===== src/design/lagi_pkg.sv =====
// lagi_pkg: shared types and constants for the lagrange interpolator
// no dependencies; imported by lagrange_interpolator and the testbench
`default_nettype none

package lagi_pkg;

    localparam int DATA_W  = 32;
    localparam int COUNT_W = 5;
    localparam int SLOT_W  = 4;

    // item function codes
    localparam logic FUNC_LOAD = 1'b0;
    localparam logic FUNC_EVAL = 1'b1;

    // sequencer states
    typedef enum logic [3:0] {
        S_IDLE,
        S_DUP_RD,
        S_DUP_CMP,
        S_EV_NEXT,
        S_EV_RD,
        S_DIV_SETUP,
        S_DIV,
        S_FCLAMP,
        S_BMUL,
        S_BCLAMP,
        S_TMUL,
        S_TACC,
        S_FINISH
    } t_state;

endpackage

`default_nettype wire


===== src/design/lagrange_interpolator.sv =====
// lagrange_interpolator: point store plus sequencer around one shared
// restoring divider and one 32x32 multiplier; depends on lagi_pkg
`default_nettype none

// channel     | ports                                         | handshake
// ------------+-----------------------------------------------+--------------------------
// item in     | i_func i_slot i_x_value i_y_value             | start high, busy low
// result out  | o_value o_duplicate_error o_saturated         | o_valid one-cycle strobe
// config      | i_cfg_wdata (point_count)                     | i_cfg_we, no wait
//
// a load item is written on acceptance; busy stays low
// an evaluate item keeps busy high until its result is registered; its run time is set
// by the bit-serial divider, which runs once for each factor;
// a duplicate abscissa ends the item after the compare pass
// reset is synchronous active low; point slots are undefined until loaded
// the result strobe cannot be stalled by the receiver
module lagrange_interpolator #(
    parameter int MAX_POINTS = 16,
    parameter int FRAC_BITS  = 16
) (
    input  wire                                   i_clk,
    input  wire                                   i_rst_n,
    input  wire                                   start,
    output logic                                  busy,
    input  wire                                   i_func,
    input  wire  [lagi_pkg::SLOT_W-1:0]           i_slot,
    input  wire  signed [lagi_pkg::DATA_W-1:0]    i_x_value,
    input  wire  signed [lagi_pkg::DATA_W-1:0]    i_y_value,
    input  wire                                   i_cfg_we,
    input  wire  [lagi_pkg::COUNT_W-1:0]          i_cfg_wdata,
    output logic                                  o_valid,
    output logic signed [lagi_pkg::DATA_W-1:0]    o_value,
    output logic                                  o_duplicate_error,
    output logic                                  o_saturated
);
    import lagi_pkg::*;

    localparam int IW  = (MAX_POINTS > 1) ? $clog2(MAX_POINTS) : 1;
    localparam int CW  = $clog2(MAX_POINTS + 1);
    localparam int DW  = 33 + FRAC_BITS;
    localparam int DCW = $clog2(DW + 1);

    localparam logic [63:0] LIM_POS = 64'h0000_0000_7FFF_FFFF;
    localparam logic [63:0] LIM_NEG = 64'h0000_0000_8000_0000;

    // point store
    logic signed [DATA_W-1:0] mem_x [MAX_POINTS];
    logic signed [DATA_W-1:0] mem_y [MAX_POINTS];

    logic                     r_valid, n_valid;
    logic signed [DATA_W-1:0] r_value, n_value;
    logic                     r_dupo, n_dupo;
    logic                     r_sato, n_sato;
    logic [COUNT_W-1:0]       r_point_count;

    t_state                   r_state, n_state;
    logic [CW-1:0]            r_k, n_k, r_i, n_i, r_n, n_n;
    logic signed [DATA_W-1:0] r_q, n_q;
    logic                     r_dup, n_dup, r_sat, n_sat;
    logic signed [DATA_W-1:0] r_basis, n_basis, r_f, n_f;
    logic [32:0]              r_rem, n_rem, r_dvs, n_dvs;
    logic [DW-1:0]            r_dvd, n_dvd;
    logic                     r_dneg, n_dneg;
    logic [DCW-1:0]           r_cnt, n_cnt;
    logic [63:0]              r_prod, n_prod;
    logic                     r_pneg, n_pneg;
    logic signed [63:0]       r_sum, n_sum;
    logic signed [DATA_W-1:0] r_xk, r_xi, r_yk;

    logic                     w_accept;
    logic [7:0]               w_pc;
    logic [CW-1:0]            w_n;
    logic signed [32:0]       w_num, w_den;
    logic [32:0]              w_num_mag, w_den_mag;
    logic [33:0]              w_rem_sh;
    logic                     w_ge;
    logic [31:0]              w_ma, w_mb;
    logic [63:0]              w_prod, w_m;
    logic signed [63:0]       w_term;
    logic [CW:0]              w_i1, w_k1, w_k2;

    assign w_accept = start && !busy;
    assign busy     = (r_state != S_IDLE);
    assign o_valid  = r_valid;
    assign o_value  = r_value;
    assign o_duplicate_error = r_dupo;
    assign o_saturated       = r_sato;

    // effective point count
    always_comb begin
        w_pc = 8'(r_point_count);
        if (w_pc == 8'd0) begin
            w_n = CW'(1);
        end else if (32'(w_pc) > MAX_POINTS) begin
            w_n = CW'(MAX_POINTS);
        end else begin
            w_n = CW'(w_pc);
        end
    end

    // point store write and registered reads
    always_ff @(posedge i_clk) begin
        if (w_accept && i_func == FUNC_LOAD && 32'(i_slot) < MAX_POINTS) begin
            mem_x[IW'(i_slot)] <= i_x_value;
            mem_y[IW'(i_slot)] <= i_y_value;
        end
        r_xk <= mem_x[r_k[IW-1:0]];
        r_xi <= mem_x[r_i[IW-1:0]];
        r_yk <= mem_y[r_k[IW-1:0]];
    end

    // divider datapath: differences, magnitudes and one restoring step
    always_comb begin
        w_num     = 33'(r_q) - 33'(r_xi);
        w_den     = 33'(r_xk) - 33'(r_xi);
        w_num_mag = w_num[32] ? 33'(-w_num) : 33'(w_num);
        w_den_mag = w_den[32] ? 33'(-w_den) : 33'(w_den);
        w_rem_sh  = {r_rem, r_dvd[DW-1]};
        w_ge      = (w_rem_sh >= {1'b0, r_dvs});
    end

    // shared multiplier on magnitudes
    always_comb begin
        if (r_state == S_BMUL) begin
            w_ma = r_basis[31] ? 32'(-r_basis) : 32'(r_basis);
            w_mb = r_f[31] ? 32'(-r_f) : 32'(r_f);
        end else begin
            w_ma = r_yk[31] ? 32'(-r_yk) : 32'(r_yk);
            w_mb = r_basis[31] ? 32'(-r_basis) : 32'(r_basis);
        end
        w_prod = 64'(w_ma) * 64'(w_mb);
        w_m    = r_prod >> FRAC_BITS;
        w_term = r_pneg ? -$signed(w_m) : $signed(w_m);
        w_i1   = (CW+1)'(r_i) + 1'b1;
        w_k1   = (CW+1)'(r_k) + 1'b1;
        w_k2   = (CW+1)'(r_k) + 2'd2;
    end

    // sequencer
    always_comb begin
        n_state = r_state;
        n_k = r_k;   n_i = r_i;   n_n = r_n;   n_q = r_q;
        n_dup = r_dup;  n_sat = r_sat;
        n_basis = r_basis;  n_f = r_f;
        n_rem = r_rem;  n_dvs = r_dvs;  n_dvd = r_dvd;  n_dneg = r_dneg;
        n_cnt = r_cnt;  n_prod = r_prod;  n_pneg = r_pneg;  n_sum = r_sum;
        n_valid = 1'b0;
        n_value = r_value;  n_dupo = r_dupo;  n_sato = r_sato;

        unique case (r_state)
            S_IDLE: begin
                if (w_accept && i_func == FUNC_EVAL) begin
                    n_q     = i_x_value;
                    n_n     = w_n;
                    n_k     = '0;
                    n_dup   = 1'b0;
                    n_sat   = 1'b0;
                    n_sum   = '0;
                    n_basis = DATA_W'(64'd1 << FRAC_BITS);
                    if (w_n == CW'(1)) begin
                        n_i     = '0;
                        n_state = S_EV_NEXT;
                    end else begin
                        n_i     = CW'(1);
                        n_state = S_DUP_RD;
                    end
                end
            end
            S_DUP_RD: n_state = S_DUP_CMP;
            S_DUP_CMP: begin
                // pairwise abscissa compare, k < i
                n_state = S_DUP_RD;
                if (r_xk == r_xi) n_dup = 1'b1;
                if (w_i1 < (CW+1)'(r_n)) begin
                    n_i = CW'(w_i1);
                end else if (w_k2 < (CW+1)'(r_n)) begin
                    n_k = CW'(w_k1);
                    n_i = CW'(w_k2);
                end else begin
                    n_k = '0;
                    n_i = '0;
                    if (r_dup || r_xk == r_xi) begin
                        n_state = S_FINISH;
                    end else begin
                        n_state = S_EV_NEXT;
                    end
                end
            end
            S_EV_NEXT: begin
                if (r_i >= r_n) begin
                    n_state = S_TMUL;
                end else if (r_i == r_k) begin
                    n_i = CW'(w_i1);
                end else begin
                    n_state = S_EV_RD;
                end
            end
            S_EV_RD: n_state = S_DIV_SETUP;
            S_DIV_SETUP: begin
                n_dvd   = {w_num_mag, FRAC_BITS'(0)};
                n_dvs   = w_den_mag;
                n_dneg  = w_num[32] ^ w_den[32];
                n_rem   = '0;
                n_cnt   = DCW'(DW);
                n_state = S_DIV;
            end
            S_DIV: begin
                // one quotient bit per cycle, quotient shifts into the dividend
                n_rem = w_ge ? 33'(w_rem_sh - {1'b0, r_dvs}) : w_rem_sh[32:0];
                n_dvd = {r_dvd[DW-2:0], w_ge};
                n_cnt = r_cnt - 1'b1;
                if (r_cnt == DCW'(1)) n_state = S_FCLAMP;
            end
            S_FCLAMP: begin
                if (r_dvd > DW'(LIM_NEG) || (r_dvd == DW'(LIM_NEG) && !r_dneg)) begin
                    n_sat = 1'b1;
                end
                if (r_dvd >= DW'(LIM_NEG)) begin
                    n_f = r_dneg ? $signed(32'h8000_0000) : $signed(32'h7FFF_FFFF);
                end else begin
                    n_f = r_dneg ? -$signed(32'(r_dvd)) : $signed(32'(r_dvd));
                end
                n_state = S_BMUL;
            end
            S_BMUL: begin
                n_prod  = w_prod;
                n_pneg  = r_basis[31] ^ r_f[31];
                n_state = S_BCLAMP;
            end
            S_BCLAMP: begin
                if (r_pneg) begin
                    if (w_m > LIM_NEG) begin
                        n_sat   = 1'b1;
                        n_basis = $signed(32'h8000_0000);
                    end else begin
                        n_basis = -$signed(32'(w_m));
                    end
                end else begin
                    if (w_m > LIM_POS) begin
                        n_sat   = 1'b1;
                        n_basis = $signed(32'h7FFF_FFFF);
                    end else begin
                        n_basis = $signed(32'(w_m));
                    end
                end
                n_i     = CW'(w_i1);
                n_state = S_EV_NEXT;
            end
            S_TMUL: begin
                n_prod  = w_prod;
                n_pneg  = r_yk[31] ^ r_basis[31];
                n_state = S_TACC;
            end
            S_TACC: begin
                n_sum = r_sum + w_term;
                if (w_k1 < (CW+1)'(r_n)) begin
                    n_k     = CW'(w_k1);
                    n_i     = '0;
                    n_basis = DATA_W'(64'd1 << FRAC_BITS);
                    n_state = S_EV_NEXT;
                end else begin
                    n_state = S_FINISH;
                end
            end
            S_FINISH: begin
                // final clamp and result strobe
                n_valid = 1'b1;
                n_dupo  = r_dup;
                if (r_dup) begin
                    n_value = '0;
                    n_sato  = 1'b0;
                end else if (r_sum > $signed(LIM_POS)) begin
                    n_value = $signed(32'h7FFF_FFFF);
                    n_sato  = 1'b1;
                end else if (r_sum < -$signed(LIM_NEG)) begin
                    n_value = $signed(32'h8000_0000);
                    n_sato  = 1'b1;
                end else begin
                    n_value = $signed(32'(r_sum));
                    n_sato  = r_sat;
                end
                n_state = S_IDLE;
            end
            default: n_state = S_IDLE;
        endcase
    end

    // control registers
    always_ff @(posedge i_clk) begin
        if (!i_rst_n) begin
            r_state       <= S_IDLE;
            r_valid       <= 1'b0;
            r_point_count <= COUNT_W'(1);
        end else begin
            r_state <= n_state;
            r_valid <= n_valid;
            if (i_cfg_we) r_point_count <= i_cfg_wdata;
        end
    end

    // datapath registers
    always_ff @(posedge i_clk) begin
        r_k <= n_k;  r_i <= n_i;  r_n <= n_n;  r_q <= n_q;
        r_dup <= n_dup;  r_sat <= n_sat;
        r_basis <= n_basis;  r_f <= n_f;
        r_rem <= n_rem;  r_dvs <= n_dvs;  r_dvd <= n_dvd;  r_dneg <= n_dneg;
        r_cnt <= n_cnt;  r_prod <= n_prod;  r_pneg <= n_pneg;  r_sum <= n_sum;
        r_value <= n_value;  r_dupo <= n_dupo;  r_sato <= n_sato;
    end

endmodule

`default_nettype wire


===== config.mk =====
export PLATFORM = sky130hd
export DESIGN_NAME = lagrange_interpolator
export DESIGN_NICKNAME = d
export VERILOG_FILES = /design/src/design/lagi_pkg.sv /design/src/design/lagrange_interpolator.sv
export SDC_FILE = /design/constraint.sdc
export NUM_CORES = 2
export LEC_CHECK = 0
export ABC_CLOCK_PERIOD_IN_PS = 10600
export BUFFER_PORTS_ARGS = -buffer_cell sky130_fd_sc_hd__buf_2
export CORE_ASPECT_RATIO = 1.25
export CORE_MARGIN = 2
export CORE_UTILIZATION = 47
export CTS_CLUSTER_DIAMETER = 60
export CTS_CLUSTER_SIZE = 12
export DETAILED_ROUTE_END_ITERATION = 8
export PLACE_DENSITY = 0.66
export SLEW_MARGIN = 20
export SYNTH_ARGS = -nofsm -noshare
export SYNTH_HDL_FRONTEND = slang
export SYNTH_SLANG_ARGS = --single-unit

===== constraint.sdc =====
create_clock -name i_clk -period 10.6 [get_ports i_clk]
set_input_delay 0.53 -clock i_clk [delete_from_list [all_inputs] [get_ports i_clk]]
set_output_delay 0.53 -clock i_clk [all_outputs]
set_load 0.02 [all_outputs]

==> flow_summary_export.csv <==
group,metric,value,unit
routing,ant_nets,0,
routing,drt-total-wl,327,mm
timing,skew,53.0,ps
timing,fin_hold_ws,62.7,ps
yosys,ys_ff_latch,1512,
routing,first_pass_iters,6,
setup_path,critPathKind,"flip-flop to flip-flop",
global_routing,grt_pass1_wl,488,mm
clocking,htree_num_levels,4,
run,drv_cap,0,
timing,hold_viol,0,
yosys,async_flop_share,0,
min_path,hold_start,"i_y_value[5]",
yosys,synth_fa_ha_area_frac,0.221,
yosys,synth_cells,8911,
floorplan,core_area,0.226,sq mm
yosys,synth_cell_types,109,
yosys,synth_top_family_by_area,"adder cells",
floorplan,boundaryPins,114,
setup_path,timing.critical_path.mode_cell,"fa_1",
place,io_buffers,113,
routing,wl_per_cell,26.7,microns
yosys,synth_edf_count,1406,
setup_path,startpoint_type,"flip-flop",
routing,vias_per_cell,5.98,
setup_path,endpoint_kind,"flip-flop",
finish,nets,10600,
yosys,synth_fp_nets,10300,
outcome,run_status,"complete, no violations",
place,gp_congestion,1.02,
routing,post-route-drc-count,0,
setup_path,worst_ep_required_time,11150,ps
min_path,whs_path_depth,1,
finish,area_growth,10.5,%
floorplan,dieWidth,431,microns
yosys,muxShareOfSynthArea,0.104,
yosys,synthesis.area,0.107,sq mm
place,hpwl,243,mm
setup_path,arrival,10850,ps
setup_path,max_stage_delay,590,ps
setup_path,crit_slowest_cell,"xor2_1",
yosys,synth_xor_area_frac,0.0302,
timing,slew_headroom,0.159,
routing,first_iter_violations,6848,
clocking,numCtsBuffers,154,
yosys,synthSimpleGateAreaFrac,0.0988,
timing,fmax,0.0970,GHz
setup_path,critical_path.reg2reg.endpoint,"r_prod[53]$_DFFE_PP_",
clocking,cts_buffer_depth,3,
floorplan,die_area,0.232,sq mm
min_path,whs_endpoint,"mem_y[6][5]$_DFFE_PP_",
clocking,tritoncts,"yes",
yosys,ys_seq_area_frac,0.414,
finish,drive_gt1_frac,0.146,
yosys,yosys_warnings,0,
yosys,syn_avg_cell_area,12.0,sq um
timing,tightest_slew,1250,ps
setup_path,r2r-start,"r_yk[5]$_DFF_P_",
clocking,cts_sinks,1512,
timing,fin_crit_sh,0.972,
global_routing,antenna_found_initial,34,
global_routing,grt_max_degree,119,
setup_path,crit_family,"adder cells",
finish,layout_commonest_cell,"edfxtp_1",
floorplan,die_h,538,microns
floorplan,rows,195,
yosys,synth-main-ff-cell,"edfxtp_1",
global_routing,grt_pass1_vias,76400,
clocking,clkLatencyLatePin,840,ps
routing,vias,73200,
global_routing,grt_overflow_total,0,
timing,layout_min_cycle_time,10300,ps
setup_path,worst-path-buf-inv,5,
timing,finalSetupViolCount,0,
setup_path,worst-r2r-setup-slack,300,ps
floorplan,start_util,0.474,
min_path,hold_class,"input port to flip-flop",
global_routing,grt_usage,0.284,
clocking,cts.reportedPaths.clkPinSlew,60,ps
clocking,cts-root-buf,"clkbuf_16",
finish,layout_common_cells,"edfxtp_1 (1406), inv_1 (1063), fa_1 (899), nand2_1 (849), nor2_1 (835)",
setup_path,crit_fanout,8,
yosys,synth_compound_area_frac,0.0789,
setup_path,reg2regPathDepth,29,
timing,slew_viol_final,0,
[worst max-delay path by stage]
stage / startpoint / endpoint / slack, ps / cells after the start
finish: r_yk[5]$_DFF_P_ / r_prod[53]$_DFFE_PP_ / 300 / 29
detailed placement: r_yk[5]$_DFF_P_ / r_prod[60]$_DFFE_PP_ / -290 / 33
CTS: r_basis[11]$_SDFFCE_PN0P_ / r_prod[60]$_DFFE_PP_ / 20 / 32
global route: r_yk[6]$_DFF_P_ / r_prod[48]$_DFFE_PP_ / -2 / 35
global placement: r_basis[11]$_SDFFCE_PN0P_ / r_prod[60]$_DFFE_PP_ / -200 / 32
floorplan: r_basis[7]$_SDFFCE_PN0P_ / r_prod[60]$_DFFE_PP_ / 760 / 33
[synthesized netlist by cell type, types with 51 or more instances]
cell / count / area share
nor3_1: 87 / 0.0041
buf_1: 58 / 0.0020
nand3_1: 96 / 0.0045
xor2_1: 158 / 0.013
o21ai_0: 240 / 0.011
dfxtp_1: 106 / 0.020
nand4_1: 72 / 0.0042
a31oi_1: 52 / 0.0030
xnor2_1: 211 / 0.017
clkbuf_1: 371 / 0.013
nand2b_1: 57 / 0.0033
inv_1: 1064 / 0.037
nor2_1: 851 / 0.030
mux4_2: 480 / 0.10
ha_1: 450 / 0.053
o31ai_1: 51 / 0.0036
edfxtp_1: 1406 / 0.39
nor2b_1: 53 / 0.0031
a21oi_1: 350 / 0.016
o21a_1: 69 / 0.0048
fa_1: 899 / 0.17
a21o_1: 153 / 0.011
nand2_1: 850 / 0.030
[worst register-to-register path, delay by kind of cell (launching register included)]
family	cells	cell delay [ps]
AND/OR/NAND/NOR	5	1380
adder cells (fa/ha/maj)	9	4520
AO/OA/AOI/OAI	8	2350
buffers and inverters	5	720
flip-flops	1	340
XOR/XNOR	2	740
[flip-flops by register name (all words and copies together), names as in the netlist, 33 cells and up]
register,count
r_dvs,33
r_prod,48
mem_x,512
r_sum,64
r_dvd,49
mem_y,512
r_rem,33
[per-layer routing]
metal,up-vias,wire length [microns],track usage
met3,881,20800,0.0421
met2,2951,161000,0.482
li1,31800,-,-
met5,-,162,0
met1,37500,121000,0.343
met4,26,24100,0.177
[repair_timing]
action	4_1_cts	5_1_grt
pin swaps	0	1
hold endpoints to repair	16	0
endpoints found under the setup margin	14	17
setup buffers	0	1
resized for setup	3	20
hold buffers	10	0
[logic make-up (layout without fill, tap and decap cells)]
logic type               after synthesis  after routing
AND/OR/NAND/NOR                     2367           2367
buffers and inverters               1524           1884
flip-flops                          1512           1512
adder cells (fa/ha/maj)             1349           1349
AO/OA/AOI/OAI                       1283           1283
multiplexers                         507            507
XOR/XNOR                             369            369
other                                  0              9
[stage by stage]
stage	instance area (sq um)	setup slack, ps	utilization	setup TNS (ps)	std cells
5_1_grt	118000	-2.38	0.523	-2.38	12200
6_report	118000	295	0.524	0	12200
4_1_cts	118000	16.1	0.523	0	12200
2_1_floorplan	107000	759	-	0	8911
3_5_place_dp	113000	-286	0.502	-978	12000
3_3_place_gp	113000	-201	0.502	-557	12000
[cell type report]
type	instances	area, sq um
timing repair buffer	564	4370
inverter	1064	3990
multi-input combinational	5875	57300
sequential	1512	44300
fill	19200	108000
tap	2955	3700
clock buffer	219	4100
antenna	9	22.5
clock inverter	37	591
Power is not shown: default switching activity piles up to over one toggle a cycle in this logic, so the estimate is an artifact.
